$ cat src/rtl/pba_pkg.sv
// shared constants, codes and request types for the page bitmap allocator
`default_nettype none
package pba_pkg;

  localparam int NUM_PAGES  = 1024;
  localparam int PAGE_W     = 10;
  localparam int PAGE_SHIFT = 5;
  localparam int WORD_BITS  = 16;
  localparam int BIT_W      = 4;
  localparam int MAP_WORDS  = NUM_PAGES / WORD_BITS;
  localparam int WORD_W     = 6;
  localparam int LEN_W      = 8;
  localparam int NEED_W     = 9;
  localparam int MAX_RUN    = 255;
  localparam int SIZE_W     = 13;

  localparam logic [1:0] KIND_ALLOC = 2'd0;
  localparam logic [1:0] KIND_FREE  = 2'd1;
  localparam logic [1:0] KIND_GROW  = 2'd2;

  typedef struct packed {
    logic                 rd_en;
    logic [WORD_W-1:0]    rd_addr;
    logic                 wr_en;
    logic [WORD_W-1:0]    wr_addr;
    logic [WORD_BITS-1:0] wr_data;
  } map_req_t;

  typedef struct packed {
    logic              rd_en;
    logic [PAGE_W-1:0] rd_addr;
    logic              wr_en;
    logic [PAGE_W-1:0] wr_addr;
    logic [LEN_W-1:0]  wr_data;
  } len_req_t;

  // last page of a range, held at the top page
  function automatic logic [PAGE_W-1:0] clip_page(input logic [PAGE_W:0] e);
    logic [PAGE_W-1:0] r;
    r = e[PAGE_W] ? {PAGE_W{1'b1}} : e[PAGE_W-1:0];
    return r;
  endfunction

endpackage
`default_nettype wire

$ cat src/rtl/pba_map_mem.sv
// used-page bitmap memory with per-word valid bits cleared at reset
`default_nettype none
module pba_map_mem (
  input  wire logic                          clk,
  input  wire logic                          rst,
  input  wire pba_pkg::map_req_t             req,
  output logic [pba_pkg::WORD_BITS-1:0]      rdata
);
  import pba_pkg::*;

  logic [WORD_BITS-1:0] mem [MAP_WORDS];
  logic [MAP_WORDS-1:0] valid;

  always_ff @(posedge clk) begin
    if (req.wr_en) begin
      mem[req.wr_addr] <= req.wr_data;
    end
    if (req.rd_en) begin
      rdata <= valid[req.rd_addr] ? mem[req.rd_addr] : '0;
    end
  end

  always_ff @(posedge clk) begin
    if (rst) begin
      valid <= '0;
    end else if (req.wr_en) begin
      valid[req.wr_addr] <= 1'b1;
    end
  end

endmodule
`default_nettype wire

$ cat config.mk
export PLATFORM = sky130hd
export DESIGN_NAME = pba_map_mem
export DESIGN_NICKNAME = d
export VERILOG_FILES = /design/src/rtl/pba_pkg.sv /design/src/rtl/pba_map_mem.sv
export SDC_FILE = /design/constraint.sdc
export NUM_CORES = 1
export LEC_CHECK = 0
export BUFFER_PORTS_ARGS = -buffer_cell sky130_fd_sc_hd__buf_4
export CAP_MARGIN = 20
export CORE_MARGIN = 2
export CORE_UTILIZATION = 60
export CTS_CLUSTER_SIZE = 25
export DETAILED_ROUTE_END_ITERATION = 12
export GPL_ROUTABILITY_DRIVEN = 0
export HOLD_SLACK_MARGIN = 0.08
export MAX_ROUTING_LAYER = met4
export PLACE_DENSITY = 0.85
export SYNTH_ARGS = -nofsm -noshare
export SYNTH_HDL_FRONTEND = slang
export SYNTH_SLANG_ARGS = --single-unit
$ cat constraint.sdc
create_clock -name clk -period 7.5 [get_ports clk]
set_input_delay 1.5 -clock clk [delete_from_list [all_inputs] [get_ports clk]]
set_output_delay 1.5 -clock clk [all_outputs]
set_load 0.02 [all_outputs]
==> impl_metrics.ini <==
[sta]
relSlewSlack = 0.2811
hold_viol = 0
tightestPinTransition_ns = 1.078
slew_viol_final = 0
max_clock_freq_mhz = 221.1
setup_ws_ns = 2.977
holdWs_ns = 0.4736
finClkSkew_ns = 0.02817
rsz0062_at_grt = no
setup_viol_count_final = 0
period_minus_slack_ns = 4.523
fin_crit_sh = 0.6030
setup_tns_ns = 0

[setup_path]
cp.buffers_inverters = 2
rr_worst_depth = 6
worst_r2r_endpoint = rdata[3]
critPathRequiredTime_ns = 7.89
cp_top_family = buffers and inverters
crit_chain = buf_8, buf_12, mux4_2, a22oi_1, a21oi_1, nor4_1, nor3_1
critPathLaunchType = input pin
slowest_stage = buf_8
r2r_start = valid[12]
path_depth = 7
reg2reg_slack_ns = 4.73
cp_data_arrival_time_ns = 4.91
critPathCaptureType = register
critical-path-max-stage-delay_ns = 0.67
crit_type = in -> reg
critical_path.max_fanout = 90

[synth]
synth.cell_area_sq_um = 41840
synth_seq_area_share = 0.7771
ys_ff_latch = 1104
synth_nets = 2000
synth_cells = 1968
synthFlopType = edfxtp_1
syn_area_per_cell_sq_um = 21.26
synth_edf_count = 1040
ys_types = 37
yosysWarnings = 0
async_reset_ff_frac = 0

[cts]
cts_hold_buf = 0
cts_tree = done
ctsHtreeMaxLevel = 3
root_buffer = clkbuf_16
ctsLongestPathBuffers = 3
clk-insertion-delay-late_ns = 0.67
cts_sinks = 1104
cts_buffers = 102
clk_pin_slew_ns = 0.07
cts_resized = 0
post_cts.repair.setup_buffers = 0

[floorplan]
coreArea_sq_um = 68830
die_x_um = 268.1
io_pins = 48
dieArea_sq_um = 71860
dieHeight_um = 268.1
start_util = 0.6079
rows = 96

[pwr]
clkPwrFrac = 0.404
p_sw_mw = 2.631
powerDensity_nw_per_um2 = 266.0
swShare = 0.2119
intPower_mw = 9.782
total_leakage_power_nw = 14.60
comb_power_share = 0.048
seqPwrFrac = 0.548
ir_worst_vdd_mv = 0.2093

[placed_design]
dp_hpwl_mm = 55.68
post-place-ws_ns = 2.408
portBuffers = 47

[worst_hold_path]
min_to = valid[17]
worstHoldStart = valid[17]
holdCritPathClass = reg -> reg
min_delay_path_depth = 2

[finish]
drive_gt1_frac = 0.2531
fin_nets = 2116
fill_cells = 3944
area_delta_synth_final_pct = 11.55
final_common_cell = edfxtp_1
most-common-layout-cells = edfxtp_1 (1040), mux4_2 (268), nor2_1 (186), a22oi_1 (129), buf_4 (117)
utilization = 0.6781

[flow_run]
cap_violations = 0

[global_route]
grt_overflow = 0
grt_pass1_wl_mm = 154.0
grt_max_degree = 91
grtUsageTotal = 0.3157
grt_pass1_vias = 22150
antenna_found_initial = 10

[routing]
avgViaCountPerCell = 6.995
drtPass1Iterations = 6
ant_nets = 0
wl_per_cell_um = 34.33
drt-initial-drc-count = 3616
wirelength_mm = 106.8
num_vias = 21760
drc = 0

[status]
outcome = completed
==> worst max-delay path by stage <==
stage               slack (ns)    start         end
floorplan                 3.93  req[22]  mem[48][0]
global placement          2.40  req[23]    rdata[4]
detailed placement        2.41  req[23]    rdata[4]
CTS                       3.00  req[23]    rdata[4]
global route              2.77  req[23]    rdata[4]
finish                    2.98  req[23]    rdata[4]
==> Yosys cell counts (2+ instances only) <==
cell	count	share of area
edfxtp_1	1040	0.75
mux4_2	268	0.14
nor2_1	187	0.017
a22oi_1	129	0.023
a21oi_1	64	0.0077
dfxtp_1	64	0.031
clkbuf_1	43	0.0039
buf_2	41	0.0049
nor3_1	20	0.0024
nor4_1	16	0.0024
buf_4	13	0.0023
buf_6	10	0.0027
mux2i_1	9	0.0022
nand2_1	9	0.00081
nor2b_1	8	0.0012
nand3_1	7	0.00084
nand2b_1	6	0.00090
inv_1	4	0.00036
o21ba_2	4	0.00096
buf_1	3	0.00027
nand4_1	3	0.00045
and2_1	2	0.00030
nand3b_1	2	0.00036
o311a_1	2	0.00048
or2_0	2	0.00030
==> flip-flops by register name, indices dropped and copies added (netlist names) <==
signal	cells
rdata	16
valid	64
mem	1024
==> cell type report <==
| class | instances | area [sq um] | share of cell area |
|---|---|---|---|
| multi-input combinational | 750 | 8766 | 0.1878 |
| inverter | 4 | 15.01 | 0.0003217 |
| clock inverter | 59 | 478.0 | 0.01024 |
| antenna | 11 | 27.53 | 0.0005898 |
| timing repair buffer | 122 | 968.4 | 0.02075 |
| tap | 931 | 1165 | 0.02496 |
| sequential | 1104 | 32510 | 0.6966 |
| clock buffer | 130 | 2739 | 0.05869 |
==> through the flow <==
step,power (mW),std cells,cell area (sq um)
floorplan,7.261,1968,41840
CTS,12.43,3100,46640
detailed placement,7.506,2911,43430
global route,12.67,3110,46670
global placement,7.480,2911,43430
finish,12.41,3111,46670
==> cells by family (layout without fill, tap and decap cells) <==
group | after synthesis | after routing | synth area share
flops | 1104 | 1104 | 0.7771
mux | 278 | 278 | 0.1467
simple gates | 264 | 264 | 0.02704
compound gates | 208 | 208 | 0.03475
buf+inv | 114 | 315 | 0.01441
other cells | 0 | 11 | 0
==> metal layers <==
metal	part of all wire	wire, um	global-route usage	vias up
met2	0.48	51790	0.4893	1762
met1	0.33	35030	0.3893	11140
met5	0	0	-	-
met3	0.13	13610	0.09090	399
met4	0.060	6360	0.1471	0
li1	-	-	-	8457
==> worst register-to-register path: stages (launching register included) <==
cell and delay (ns):
dfxtp_1 0.33, mux4_2 0.48, or2_0 0.27, a211oi_2 0.37
nor2_1 0.14, o21ai_2 0.69, nor3_1 0.20
==> power by group through the flow <==
stage | sequential (mW) | combinational (mW) | clock (mW)
floorplan | 6.93 | 0.331 | 0
global placement | 6.93 | 0.553 | 0
detailed placement | 6.93 | 0.574 | 0
CTS | 6.80 | 0.587 | 5.04
global route | 6.80 | 0.619 | 5.25
finish | 6.80 | 0.595 | 5.01
(Power assumes the default switching activity.)
