===== config.mk =====
export PLATFORM = sky130hd
export DESIGN_NAME = pba_ctrl
export DESIGN_NICKNAME = d
export VERILOG_FILES = /design/src/rtl/pba_pkg.sv /design/src/rtl/pba_ctrl.sv
export SDC_FILE = /design/constraint.sdc
export NUM_CORES = 1
export LEC_CHECK = 0
export ABC_AREA = 1
export ABC_CLOCK_PERIOD_IN_PS = 7900
export BUFFER_PORTS_ARGS = -buffer_cell sky130_fd_sc_hd__buf_4
export CAP_MARGIN = 10
export CELL_PAD_IN_SITES_DETAIL_PLACEMENT = 1
export CELL_PAD_IN_SITES_GLOBAL_PLACEMENT = 1
export CORE_MARGIN = 4
export CORE_UTILIZATION = 47
export CTS_BUF_LIST = sky130_fd_sc_hd__clkbuf_4 sky130_fd_sc_hd__clkbuf_8
export DETAILED_ROUTE_END_ITERATION = 12
export PLACE_DENSITY = 0.84
export SYNTH_ARGS = -nofsm -noshare
export SYNTH_HDL_FRONTEND = slang
export SYNTH_SLANG_ARGS = --single-unit

===== constraint.sdc =====
create_clock -name clk -period 7.9 [get_ports clk]
set_input_delay 0.79 -clock clk [delete_from_list [all_inputs] [get_ports clk]]
set_output_delay 0.79 -clock clk [all_outputs]
set_load 0.01 [all_outputs]

===== src/rtl/pba_pkg.sv =====
// shared constants, codes and request types for the page bitmap allocator
`default_nettype none
package pba_pkg;

  localparam int NUM_PAGES  = 1024;
  localparam int PAGE_W     = 10;
  localparam int PAGE_SHIFT = 5;
  localparam int WORD_BITS  = 16;
  localparam int BIT_W      = 4;
  localparam int MAP_WORDS  = NUM_PAGES / WORD_BITS;
  localparam int WORD_W     = 6;
  localparam int LEN_W      = 8;
  localparam int NEED_W     = 9;
  localparam int MAX_RUN    = 255;
  localparam int SIZE_W     = 13;

  localparam logic [1:0] KIND_ALLOC = 2'd0;
  localparam logic [1:0] KIND_FREE  = 2'd1;
  localparam logic [1:0] KIND_GROW  = 2'd2;

  typedef struct packed {
    logic                 rd_en;
    logic [WORD_W-1:0]    rd_addr;
    logic                 wr_en;
    logic [WORD_W-1:0]    wr_addr;
    logic [WORD_BITS-1:0] wr_data;
  } map_req_t;

  typedef struct packed {
    logic              rd_en;
    logic [PAGE_W-1:0] rd_addr;
    logic              wr_en;
    logic [PAGE_W-1:0] wr_addr;
    logic [LEN_W-1:0]  wr_data;
  } len_req_t;

  // last page of a range, held at the top page
  function automatic logic [PAGE_W-1:0] clip_page(input logic [PAGE_W:0] e);
    logic [PAGE_W-1:0] r;
    r = e[PAGE_W] ? {PAGE_W{1'b1}} : e[PAGE_W-1:0];
    return r;
  endfunction

endpackage
`default_nettype wire


===== src/rtl/pba_ctrl.sv =====
// request sequencer: first-fit scan, range mark and check, result register
`default_nettype none
module pba_ctrl (
  input  wire logic                         clk,
  input  wire logic                         rst,
  input  wire logic                         s_tvalid,
  output logic                              s_tready,
  input  wire logic [23:0]                  s_tdata,
  input  wire logic [1:0]                   s_tuser,
  output logic                              m_tvalid,
  input  wire logic                         m_tready,
  output logic [31:0]                       m_tdata,
  output pba_pkg::map_req_t                 map_req,
  input  wire logic [pba_pkg::WORD_BITS-1:0] map_rdata,
  output pba_pkg::len_req_t                 len_req,
  input  wire logic [pba_pkg::LEN_W-1:0]    len_rdata
);
  import pba_pkg::*;

  localparam logic [3:0] ST_IDLE = 4'd0;
  localparam logic [3:0] ST_LRD  = 4'd1;
  localparam logic [3:0] ST_DEC  = 4'd2;
  localparam logic [3:0] ST_SCAN = 4'd3;
  localparam logic [3:0] ST_RD   = 4'd4;
  localparam logic [3:0] ST_WR   = 4'd5;
  localparam logic [3:0] ST_LENW = 4'd6;
  localparam logic [3:0] ST_DONE = 4'd7;

  localparam logic [1:0] OP_CHECK = 2'd0;
  localparam logic [1:0] OP_SET   = 2'd1;
  localparam logic [1:0] OP_CLEAR = 2'd2;

  localparam logic [1:0] PH_DONE   = 2'd0;
  localparam logic [1:0] PH_CHECK  = 2'd1;
  localparam logic [1:0] PH_SETLEN = 2'd2;

  logic [3:0]        state;
  logic [1:0]        kind_r;
  logic [SIZE_W-1:0] size_r;
  logic [PAGE_W-1:0] rs_r;
  logic [LEN_W-1:0]  len_r;
  logic [NEED_W-1:0] need_r;
  logic [PAGE_W-1:0] walk_first, walk_last, lw_addr;
  logic [WORD_W-1:0] cur_w;
  logic [1:0]        walk_op, phase;
  logic [WORD_W-1:0] scan_w, proc_w;
  logic              issued_all, pend;
  logic [LEN_W-1:0]  cnt;
  logic              res_ok, res_moved;
  logic [PAGE_W-1:0] res_start, res_old;
  logic [LEN_W-1:0]  res_pages;

  logic [NEED_W-1:0] in_need;
  logic [WORD_BITS-1:0] walk_mask, mask_lo, mask_hi;
  logic [BIT_W-1:0]  lo_b, hi_b;
  logic [WORD_W-1:0] first_w, last_w;
  logic [PAGE_W-1:0] grow_first;

  // scan of one map word
  logic              sc_found;
  logic [BIT_W-1:0]  sc_bit;
  logic [LEN_W-1:0]  sc_cnt;
  logic [PAGE_W:0]   sc_start;

  assign in_need = {1'b0, s_tdata[SIZE_W-1:PAGE_SHIFT]} + NEED_W'(1);
  assign first_w = walk_first[PAGE_W-1:BIT_W];
  assign last_w  = walk_last[PAGE_W-1:BIT_W];
  assign lo_b    = (cur_w == first_w) ? walk_first[BIT_W-1:0] : '0;
  assign hi_b    = (cur_w == last_w) ? walk_last[BIT_W-1:0] : '1;
  assign mask_lo = {WORD_BITS{1'b1}} << lo_b;
  assign mask_hi = {WORD_BITS{1'b1}} >> (BIT_W'(WORD_BITS - 1) - hi_b);
  assign walk_mask = mask_lo & mask_hi;
  // first page after the current run, where an in-place grow starts
  assign grow_first = rs_r + {2'b0, len_rdata};

  always_comb begin
    logic [BIT_W:0]   pos;
    logic [NEED_W:0]  t;
    sc_found = 1'b0;
    sc_bit   = '0;
    sc_cnt   = '0;
    for (int b = 0; b < WORD_BITS; b++) begin
      pos = '0;
      for (int k = 0; k <= b; k++) begin
        if (map_rdata[k]) pos = (BIT_W+1)'(k + 1);
      end
      // free run ending at this bit, carried in from earlier words when unbroken
      if (pos == '0) t = {2'b0, cnt} + (NEED_W+1)'(b + 1);
      else           t = (NEED_W+1)'(b + 1) - {{(NEED_W-BIT_W){1'b0}}, pos};
      if (!sc_found && t >= {1'b0, need_r}) begin
        sc_found = 1'b1;
        sc_bit   = BIT_W'(b);
      end
      if (b == WORD_BITS - 1) begin
        sc_cnt = (t > (NEED_W+1)'(MAX_RUN)) ? LEN_W'(MAX_RUN) : t[LEN_W-1:0];
      end
    end
    sc_start = {1'b0, proc_w, sc_bit} + (PAGE_W+1)'(1) - {2'b0, need_r};
  end

  assign s_tready = (state == ST_IDLE);

  always_comb begin
    map_req = '0;
    len_req = '0;
    unique case (state)
      ST_SCAN: begin
        map_req.rd_en   = !issued_all;
        map_req.rd_addr = scan_w;
      end
      ST_RD: begin
        map_req.rd_en   = 1'b1;
        map_req.rd_addr = cur_w;
      end
      ST_WR: begin
        map_req.wr_en   = (walk_op != OP_CHECK);
        map_req.wr_addr = cur_w;
        map_req.wr_data = (walk_op == OP_SET) ? (map_rdata | walk_mask)
                                              : (map_rdata & ~walk_mask);
      end
      ST_LRD: begin
        len_req.rd_en   = 1'b1;
        len_req.rd_addr = rs_r;
      end
      ST_LENW: begin
        len_req.wr_en   = 1'b1;
        len_req.wr_addr = lw_addr;
        len_req.wr_data = need_r[LEN_W-1:0];
      end
      default: begin
      end
    endcase
  end

  always_ff @(posedge clk) begin
    if (rst) begin
      state    <= ST_IDLE;
      m_tvalid <= 1'b0;
      pend     <= 1'b0;
    end else begin
      if (state != ST_DONE && m_tvalid && m_tready) m_tvalid <= 1'b0;
      unique case (state)
        ST_IDLE: begin
          if (s_tvalid) begin
            kind_r    <= s_tuser;
            size_r    <= s_tdata[SIZE_W-1:0];
            rs_r      <= s_tdata[SIZE_W+PAGE_W-1:SIZE_W];
            need_r    <= in_need;
            res_ok    <= 1'b0;
            res_start <= '0;
            res_pages <= '0;
            res_moved <= 1'b0;
            res_old   <= '0;
            scan_w     <= '0;
            issued_all <= 1'b0;
            pend       <= 1'b0;
            cnt        <= '0;
            if (s_tuser == KIND_ALLOC) begin
              state <= (in_need > NEED_W'(MAX_RUN)) ? ST_DONE : ST_SCAN;
            end else if (s_tuser == KIND_FREE || s_tuser == KIND_GROW) begin
              state <= ST_LRD;
            end else begin
              state <= ST_DONE;
            end
          end
        end
        ST_LRD: state <= ST_DEC;
        ST_DEC: begin
          len_r     <= len_rdata;
          res_start <= rs_r;
          res_pages <= len_rdata;
          if (kind_r == KIND_FREE) begin
            res_ok <= 1'b1;
            if (len_rdata == '0) begin
              state <= ST_DONE;
            end else begin
              walk_first <= rs_r;
              walk_last  <= clip_page({1'b0, rs_r} + {3'b0, len_rdata} - 11'd1);
              cur_w      <= rs_r[PAGE_W-1:BIT_W];
              walk_op    <= OP_CLEAR;
              phase      <= PH_DONE;
              state      <= ST_RD;
            end
          end else if (size_r < SIZE_W'(1 << PAGE_SHIFT) ||
                       need_r <= {1'b0, len_rdata}) begin
            res_ok <= 1'b1;
            state  <= ST_DONE;
          end else if (need_r > NEED_W'(MAX_RUN)) begin
            state <= ST_DONE;
          end else if ({1'b0, rs_r} + {2'b0, need_r} <= (PAGE_W+1)'(NUM_PAGES)) begin
            walk_first <= grow_first;
            walk_last  <= rs_r + {1'b0, need_r} - PAGE_W'(1);
            cur_w      <= grow_first[PAGE_W-1:BIT_W];
            walk_op    <= OP_CHECK;
            phase      <= PH_CHECK;
            state      <= ST_RD;
          end else begin
            state <= ST_SCAN;
          end
        end
        ST_SCAN: begin
          if (pend && sc_found) begin
            res_ok     <= 1'b1;
            res_start  <= sc_start[PAGE_W-1:0];
            res_pages  <= need_r[LEN_W-1:0];
            res_moved  <= (kind_r == KIND_GROW);
            res_old    <= (kind_r == KIND_GROW) ? rs_r : '0;
            lw_addr    <= sc_start[PAGE_W-1:0];
            walk_first <= sc_start[PAGE_W-1:0];
            walk_last  <= sc_start[PAGE_W-1:0] + {1'b0, need_r} - PAGE_W'(1);
            cur_w      <= sc_start[PAGE_W-1:BIT_W];
            walk_op    <= OP_SET;
            phase      <= PH_SETLEN;
            pend       <= 1'b0;
            state      <= ST_RD;
          end else if (pend && proc_w == WORD_W'(MAP_WORDS - 1)) begin
            // no room: allocate reports zeros, grow keeps the old run
            pend  <= 1'b0;
            state <= ST_DONE;
          end else begin
            if (pend) cnt <= sc_cnt;
            if (!issued_all) begin
              proc_w <= scan_w;
              pend   <= 1'b1;
              scan_w <= scan_w + WORD_W'(1);
              if (scan_w == WORD_W'(MAP_WORDS - 1)) issued_all <= 1'b1;
            end else begin
              pend <= 1'b0;
            end
          end
        end
        ST_RD: state <= ST_WR;
        ST_WR: begin
          if (walk_op == OP_CHECK && (map_rdata & walk_mask) != '0) begin
            scan_w     <= '0;
            issued_all <= 1'b0;
            pend       <= 1'b0;
            cnt        <= '0;
            state      <= ST_SCAN;
          end else if (cur_w == last_w) begin
            priority case (phase)
              PH_CHECK: begin
                res_ok    <= 1'b1;
                res_pages <= need_r[LEN_W-1:0];
                lw_addr   <= rs_r;
                walk_op   <= OP_SET;
                cur_w     <= first_w;
                phase     <= PH_SETLEN;
                state     <= ST_RD;
              end
              PH_SETLEN: state <= ST_LENW;
              default:   state <= ST_DONE;
            endcase
          end else begin
            cur_w <= cur_w + WORD_W'(1);
            state <= ST_RD;
          end
        end
        ST_LENW: begin
          if (res_moved && len_r != '0) begin
            walk_first <= rs_r;
            walk_last  <= clip_page({1'b0, rs_r} + {3'b0, len_r} - 11'd1);
            cur_w      <= rs_r[PAGE_W-1:BIT_W];
            walk_op    <= OP_CLEAR;
            phase      <= PH_DONE;
            state      <= ST_RD;
          end else begin
            state <= ST_DONE;
          end
        end
        ST_DONE: begin
          if (!m_tvalid || m_tready) begin
            m_tvalid <= 1'b1;
            state    <= ST_IDLE;
          end
        end
        default: state <= ST_IDLE;
      endcase
    end
  end

  always_ff @(posedge clk) begin
    if (state == ST_DONE && (!m_tvalid || m_tready)) begin
      m_tdata <= {2'b0, res_old, res_moved, res_pages, res_start, res_ok};
    end
  end

`ifndef SYNTHESIS
  a_no_rw_clash: assert property (@(posedge clk) disable iff (rst)
    map_req.wr_en |-> !map_req.rd_en) else $error("map read and write together");
  a_scan_need: assert property (@(posedge clk) disable iff (rst)
    (state == ST_SCAN) |-> (need_r != '0 && need_r <= NEED_W'(MAX_RUN)))
    else $error("scan with bad page count");
  a_accept_leaves_idle: assert property (@(posedge clk) disable iff (rst)
    (s_tvalid && s_tready) |=> (state != ST_IDLE)) else $error("request dropped");
  a_done_loads: assert property (@(posedge clk) disable iff (rst)
    (state == ST_DONE && !m_tvalid) |=> m_tvalid) else $error("result not loaded");
`endif

endmodule
`default_nettype wire


==> results.py, run 1 <==
metrics = {
    "status": {
        "outcome": "completed",
    },
    "global_route": {
        "overflow": 0,
        "grt_pass1_vias": 20700,
        "gr-usage-all-layers_pct": 38.0,
        "antenna_found_initial": 2,
        "grt_pass1_wl_um": 120000,
        "grt_max_degree": 43,
    },
    "synth": {
        "synth_seq_cells": 162,
        "ys_dominant_reg_cell": "edfxtp_1",
        "yosysUniqueCellTypes": 68,
        "synth-edff-count": 157,
        "syn_area_um2": 18000,
        "synthCells": 2388,
        "synthArstFlopShare_pct": 0,
        "synth_seq_area_share_pct": 26.8,
        "synth_area_per_cell_um2": 7.52,
        "synth_warnings": 0,
    },
    "clock_network": {
        "tritoncts": "done",
        "htree_levels": 4,
        "cts_inserted_buffers": 17,
        "path_clk_slew_ns": 0.11,
        "root_buffer": "clkbuf_8",
        "cts.sinks": 162,
        "clockBufferDepth": 2,
        "worstSkewPairLatency_ns": 0.52,
    },
    "sta": {
        "holdWs_ns": 0.423,
        "hold_viol": 0,
        "fin_ws_ns": 0.190,
        "worstMarginPinSlew_ns": 1.06,
        "finClkSkew_ns": 0.0223,
        "max_freq_mhz": 130,
        "min_period_ns": 7.71,
        "max_slew_margin_pct": 29.2,
        "slew_viol_final": 0,
        "tns_ns": 0,
        "setup_viol": 0,
        "fin_crit_sh_pct": 97.6,
    },
    "final_layout": {
        "diodes": 0,
        "layout_commonest_cell": "buf_4",
        "syn2layout_area_growth_pct": 23.8,
        "drive_above_1_share_pct": 21.2,
        "final_cell_mix": "buf_4, inv_1, nand2_1, ha_1, nor2_1",
        "stdcell_area_um2": 22200,
        "fill_cells": 4802,
        "layout.nets": 3113,
    },
    "placed_design": {
        "pre_cts_ws_ns": -0.656,
        "place_area_um2": 21400,
        "hpwl_um": 65400,
        "place_congestion": 0.996,
        "portBuffers": 139,
    },
    "pwr": {
        "sw_frac_of_total_pct": 50.4,
        "combinationalPowerShare_pct": 64.4,
        "peakVddDrop_mv": 0.293,
        "powerDensity_nw_per_um2": 249,
        "p_int_uw": 2740,
        "p_seq_share_pct": 24.2,
        "p_leak_uw": 0.0110,
        "p_switching_uw": 2790,
        "clkPwrFrac_pct": 11.4,
        "p_total_uw": 5530,
    },
    "setup_path": {
        "arrival_ns": 7.95,
        "worst_ep_required_time_ns": 8.14,
        "worst-path-buf-inv": 13,
        "cp-end-kind": "flip-flop",
        "start_kind": "input port",
        "path_delay_family": "simple AND/OR/NAND/NOR gates",
        "criticalPathCategory": "in2reg",
        "path_max_fanout": 4,
        "rr_endpoint": "walk_last[9]",
        "cp_slowest_cell": "or3_4",
        "ff2ff_setup_slack_ns": 0.23,
        "r2r-start": "cnt[3]",
        "slowest_delay_ns": 0.40,
        "reg2regPathDepth": 42,
    },
    "drt": {
        "drc": 0,
        "drt-vias-per-instance": 5.96,
        "drt_iter0_drc": 1917,
        "wl_per_cell_um": 24.9,
        "vias": 19600,
        "routed_wl_um": 81800,
        "ant_nets": 0,
        "firstDrtPassIters": 6,
    },
    "min_path": {
        "whs_endpoint": "m_tdata[3]",
        "whs_path_depth": 0,
        "hp-start": "res_start[2]",
        "hp-class": "reg2reg",
    },
    "floorplanning": {
        "core_area_um2": 37700,
        "ioPinCount": 148,
        "rows": 71,
        "die_h_um": 204,
        "die_w_um": 204,
        "die_area_um2": 41400,
        "start_util_pct": 47.7,
    },
    "flow_run": {
        "cap_viol_max_count": 0,
    },
}
[power by group through the flow]
stage	Sequential, uW	Combinational (uW)	Clock, uW
final	1340	3570	631
after global routing	1350	3810	672
after CTS	1330	3260	631
after detailed placement	1350	3220	0
after global placement	1330	2990	0
after floorplan	1300	1750	0
[state kept, by name, summed over array words and instances, names as in the netlist, 2 cells and up]
register / flops
cnt: 8
cur_w: 6
kind_r: 2
len_r: 8
lw_addr: 10
m_tdata: 30
need_r: 9
proc_w: 6
res_old: 10
res_pages: 8
res_start: 10
rs_r: 10
scan_w: 6
size_r: 8
state: 3
walk_first: 10
walk_last: 10
walk_op: 2
[how the worst max path moves through the flow]
stage               cells past startpoint         start  slack, ns            to
floorplan                              50  map_rdata[0]       0.71  walk_last[9]
global placement                       57  map_rdata[2]      -0.29  walk_last[9]
detailed placement                     59  map_rdata[3]      -0.66  walk_last[9]
CTS                                    57  map_rdata[3]      0.006  walk_last[9]
global route                           50        cnt[1]      -0.16  walk_last[9]
finish                                 49  map_rdata[2]       0.19  walk_last[9]
[cell families (layout without fill, tap and decap cells)]
logic type               Yosys count  in the layout  synth area share [%]
AND/OR/NAND/NOR                  912            913                  23.1
flip-flops                       162            162                  26.8
other                              1              2                0.0209
multiplexers                       1              1                0.0627
buffers and inverters            455            836                  9.65
XOR/XNOR                          96             96                  4.68
adder cells (fa/ha/maj)          301            301                  21.3
AO/OA/AOI/OAI                    460            460                  14.5
[cells in the mapped netlist (all sizes together) (2+ instances only)]
| master | number | area [um2] |
|---|---|---|
| o311ai | 3 | 26.3 |
| xnor2 | 18 | 158 |
| o21bai | 17 | 128 |
| a221oi | 8 | 70.1 |
| o2111ai | 5 | 43.8 |
| ha | 294 | 3680 |
| nand3b | 4 | 30.0 |
| o21ai | 173 | 881 |
| nor3b | 3 | 22.5 |
| o22ai | 23 | 144 |
| a21oi | 173 | 870 |
| nand2 | 389 | 1610 |
| xor2 | 78 | 683 |
| nand4 | 27 | 205 |
| clkinv | 7 | 26.3 |
| a31oi | 12 | 75.1 |
| clkbuf | 37 | 139 |
| nor3 | 54 | 275 |
| a311oi | 2 | 17.5 |
| fa | 7 | 140 |
| buf | 7 | 47.5 |
| edfxtp | 157 | 4710 |
| a211oi | 6 | 45.0 |
| inv | 404 | 1520 |
| nor4 | 12 | 75.1 |
| a21o | 2 | 15.0 |
| nor2 | 313 | 1310 |
| o31ai | 2 | 15.0 |
| dfxtp | 5 | 100 |
| nand3 | 86 | 458 |
| a2111oi | 2 | 17.5 |
| o221ai | 4 | 35.0 |
| and2 | 3 | 18.8 |
| o211ai | 22 | 165 |
| or2 | 17 | 106 |
[worst reg2reg max path: cells and delay by family (launching register included)]
family / cells / cell delay, ns
flops: 1 / 0.52
simple gates: 15 / 2.15
buf+inv: 9 / 0.91
compound gates: 8 / 1.39
fa+ha+maj: 7 / 1.86
xor+xnor: 3 / 0.57
[final cells by class]
class	count	area, um2	area share, %
inverters	411	1550	6.98
flip-flops and latches	162	4810	21.7
multi-input cells	1773	11800	53.1
clock inverters	15	163	0.732
repair buffers	393	3030	13.6
clock buffers	17	234	1.05
well taps	511	639	2.88
[per-stage QoR]
stage               util [%]  cells
CTS                     57.8   3269
finish                  59.0   3282
global placement        56.7   3236
floorplan                  -   2389
detailed placement      56.7   3236
global route            59.0   3282
[per-layer routing]
layer,up-vias,part of all wire (%),track usage (%)
li1,8741,-,-
met1,9437,37,44.9
met2,1014,46,63.6
met3,377,8.6,7.78
met4,2,7.6,23.6
met5,-,0.013,0
[repair_timing]
item	in CTS	in global routing
hold buffers	0	0
gates cloned	0	1
pin swaps	1	23
setup buffers	1	11
setup endpoints to repair	2	5
resized for setup	6	88
endpoints found under the hold margin	0	0
(Power assumes the default switching activity.)
==> inputs of run 2 (changes only) <==
--- a/config.mk
+++ b/config.mk
@@ -5,17 +5,16 @@
 export SDC_FILE = /design/constraint.sdc
 export NUM_CORES = 1
 export LEC_CHECK = 0
-export ABC_AREA = 1
 export ABC_CLOCK_PERIOD_IN_PS = 7900
 export BUFFER_PORTS_ARGS = -buffer_cell sky130_fd_sc_hd__buf_4
 export CAP_MARGIN = 10
 export CELL_PAD_IN_SITES_DETAIL_PLACEMENT = 1
 export CELL_PAD_IN_SITES_GLOBAL_PLACEMENT = 1
 export CORE_MARGIN = 4
-export CORE_UTILIZATION = 47
+export CORE_UTILIZATION = 48
 export CTS_BUF_LIST = sky130_fd_sc_hd__clkbuf_4 sky130_fd_sc_hd__clkbuf_8
 export DETAILED_ROUTE_END_ITERATION = 12
-export PLACE_DENSITY = 0.84
+export PLACE_DENSITY = 0.83
 export SYNTH_ARGS = -nofsm -noshare
 export SYNTH_HDL_FRONTEND = slang
 export SYNTH_SLANG_ARGS = --single-unit
==> run 2 against run 1 <==
Compared with the run above: the run now ends with setup timing left; sequential cell count unchanged; register-to-register slack better by 0.02 ns; final area down 5.0%; combinational power up 2%; critical path type unchanged.
==> results.py, run 2 <==
metrics = {
    "synth": {
        "synth_common_cells": "ha_1, nor2_1, inv_1, edfxtp_1, a21oi_1",
        "yosysMostFrequentCell": "ha_1",
        "ys_dominant_reg_cell": "edfxtp_1",
        "synth-edff-count": 157,
        "synth_top_area_cell": "edfxtp_1",
        "yosysUniqueCellTypes": 87,
        "synth_warnings": 0,
        "synthCells": 2046,
        "yosys-top-cells-area": "edfxtp_1, ha_1, nor2_1",
        "synthArstFlopShare_pct": 0,
        "synth_area_per_cell_um2": 8.66,
        "synth_top_area_share_pct": 26.6,
        "synth_seq_cells": 162,
        "syn_area_um2": 17700,
        "synth_seq_area_share_pct": 27.2,
    },
    "pwr": {
        "p_seq_share_pct": 24.3,
        "p_switching_uw": 2810,
        "p_int_uw": 2890,
        "powerDensity_nw_per_um2": 270,
        "sw_frac_of_total_pct": 49.2,
        "peakVddDrop_mv": 0.187,
        "p_total_uw": 5700,
        "clkPwrFrac_pct": 12.1,
        "p_leak_uw": 0.00942,
        "combinationalPowerShare_pct": 63.6,
    },
    "drt": {
        "routed_wl_um": 74500,
        "firstDrtPassIters": 5,
        "wl_per_cell_um": 26.7,
        "vias": 18000,
        "drc": 0,
        "ant_nets": 0,
        "drt-vias-per-instance": 6.47,
        "drt_iter0_drc": 1827,
    },
    "min_path": {
        "hp-class": "reg2reg",
        "whs_path_depth": 0,
        "whs_endpoint": "m_tdata[9]",
        "hp-start": "res_start[8]",
    },
    "clock_network": {
        "path_clk_slew_ns": 0.11,
        "cts.sinks": 162,
        "tritoncts": "done",
        "cts_hold_buf": 0,
        "cts_inserted_buffers": 17,
        "clockBufferDepth": 2,
        "root_buffer": "clkbuf_8",
        "htree_levels": 4,
        "worstSkewPairLatency_ns": 0.52,
    },
    "setup_path": {
        "r2r-start": "cnt[3]",
        "reg2regPathDepth": 32,
        "path_max_fanout": 6,
        "arrival_ns": 8.35,
        "start_kind": "input port",
        "cp-end-kind": "flip-flop",
        "path_delay_family": "compound AO/OA/AOI/OAI gates",
        "slowest_delay_ns": 0.55,
        "worst-path-buf-inv": 8,
        "crit_top_cell": "inv_2",
        "worst_ep_required_time_ns": 8.12,
        "cp_slowest_cell": "or4b_4",
        "ff2ff_setup_slack_ns": 0.25,
        "criticalPathCategory": "in2reg",
        "rr_endpoint": "walk_last[9]",
        "path_depth": 43,
    },
    "sta": {
        "slew_viol_final": 0,
        "rsz0062_at_grt": "yes",
        "finClkSkew_ns": 0.0325,
        "max_freq_mhz": 123,
        "holdWs_ns": 0.423,
        "min_period_ns": 8.13,
        "tns_ns": -0.229,
        "hold_viol": 0,
        "max_slew_margin_pct": 15.6,
        "fin_ws_ns": -0.229,
        "worstMarginPinSlew_ns": 1.25,
        "fin_crit_sh_pct": 103,
        "setup_viol": 1,
    },
    "global_route": {
        "gr-usage-all-layers_pct": 36.0,
        "antenna_found_initial": 3,
        "grt_pass1_wl_um": 110000,
        "overflow": 0,
        "grt_pass1_vias": 18300,
        "grt_max_degree": 36,
    },
    "final_layout": {
        "largest_reg_flops": 30,
        "final_cell_mix": "buf_4, ha_1, nor2_1, edfxtp_1, inv_1",
        "layout.nets": 2661,
        "syn2layout_area_growth_pct": 19.2,
        "drive_above_1_share_pct": 19.1,
        "layout_commonest_cell": "buf_4",
        "regMostFlops": "m_tdata",
        "diodes": 0,
    },
    "placed_design": {
        "pre_cts_ws_ns": -0.607,
        "portBuffers": 139,
        "hpwl_um": 57800,
        "place_congestion": 1.02,
    },
    "floorplanning": {
        "die_area_um2": 40000,
        "start_util_pct": 48.5,
        "ioPinCount": 148,
        "die_h_um": 200,
        "rows": 70,
        "die_w_um": 200,
        "core_area_um2": 36500,
    },
    "status": {
        "outcome": "complete, but fails checks",
        "violations": "setup timing",
    },
    "flow_run": {
        "cap_viol_max_count": 0,
    },
}
## run 2: what timing repair did
action	CTS	global route
resized for setup	3	28
setup endpoints to repair	1	5
pin swaps	8	43
buffers inserted	1	12
gates cloned	0	0
## run 2: worst reg2reg max path: cells and delay by family (launching register included)
family / cells / cell delay, ns
AO/OA/AOI/OAI: 14 / 2.69
adder cells (fa/ha/maj): 7 / 2.07
XOR/XNOR: 4 / 0.75
AND/OR/NAND/NOR: 3 / 0.64
buffers and inverters: 4 / 0.64
flip-flops: 1 / 0.60
## run 2: power by group through the flow
| stage | logic [uW] | clock network (uW) | registers (uW) |
|---|---|---|---|
| floorplan | 2030 | 0 | 1290 |
| global placement | 3140 | 0 | 1370 |
| detailed placement | 3300 | 0 | 1390 |
| CTS | 3350 | 684 | 1370 |
| global route | 3860 | 722 | 1390 |
| finish | 3630 | 689 | 1380 |
## run 2: how the worst max path moves through the flow
| stage | start | to | slack [ns] |
|---|---|---|---|
| 3_5_place_dp | map_rdata[0] | walk_last[9] | -0.61 |
| 4_1_cts | map_rdata[0] | walk_last[9] | 0.03 |
| 3_3_place_gp | map_rdata[0] | walk_last[9] | -0.36 |
| 6_report | map_rdata[0] | walk_last[9] | -0.23 |
| 5_1_grt | map_rdata[0] | walk_last[9] | -0.50 |
| 2_1_floorplan | map_rdata[1] | walk_last[9] | -0.05 |
## run 2: layout make-up
| cell class | instances | area, um2 |
|---|---|---|
| Fill cell | 4326 | 15400 |
| Multi-Input combinational cell | 1624 | 12200 |
| Sequential cell | 162 | 4810 |
| Timing Repair Buffer | 331 | 2490 |
| Inverter | 170 | 641 |
| Tap cell | 468 | 586 |
| Clock buffer | 17 | 234 |
| Clock inverter | 15 | 194 |
## run 2: kinds of logic (layout without fill, tap and decap cells)
logic type / Yosys count / count (layout) / synth area share (%)
compound gates: 560 / 560 / 21.1
xor+xnor: 137 / 137 / 6.78
fa+ha+maj: 301 / 301 / 21.6
buf+inv: 261 / 533 / 5.66
flops: 162 / 162 / 27.2
mux: 17 / 17 / 0.961
other cells: 1 / 2 / 0.0212
simple gates: 607 / 607 / 16.7
## run 2: per-stage QoR
stage / area, um2 / util, % / instances
3_3_place_gp: 20400 / 55.9 / 2741
6_report: 21100 / 57.8 / 2787
4_1_cts: 20900 / 57.1 / 2774
2_1_floorplan: 17800 / - / 2047
5_1_grt: 21100 / 57.8 / 2787
3_5_place_dp: 20400 / 55.9 / 2741
## run 2: layer usage
layer / wire [um] / track usage, % / vias to the layer above
met3: 8040 / 7.57 / 211
met4: 2830 / 12.3 / 4
met2: 33200 / 56.6 / 998
met5: 22 / 0 / -
met1: 30500 / 49.5 / 8852
li1: - / - / 7976
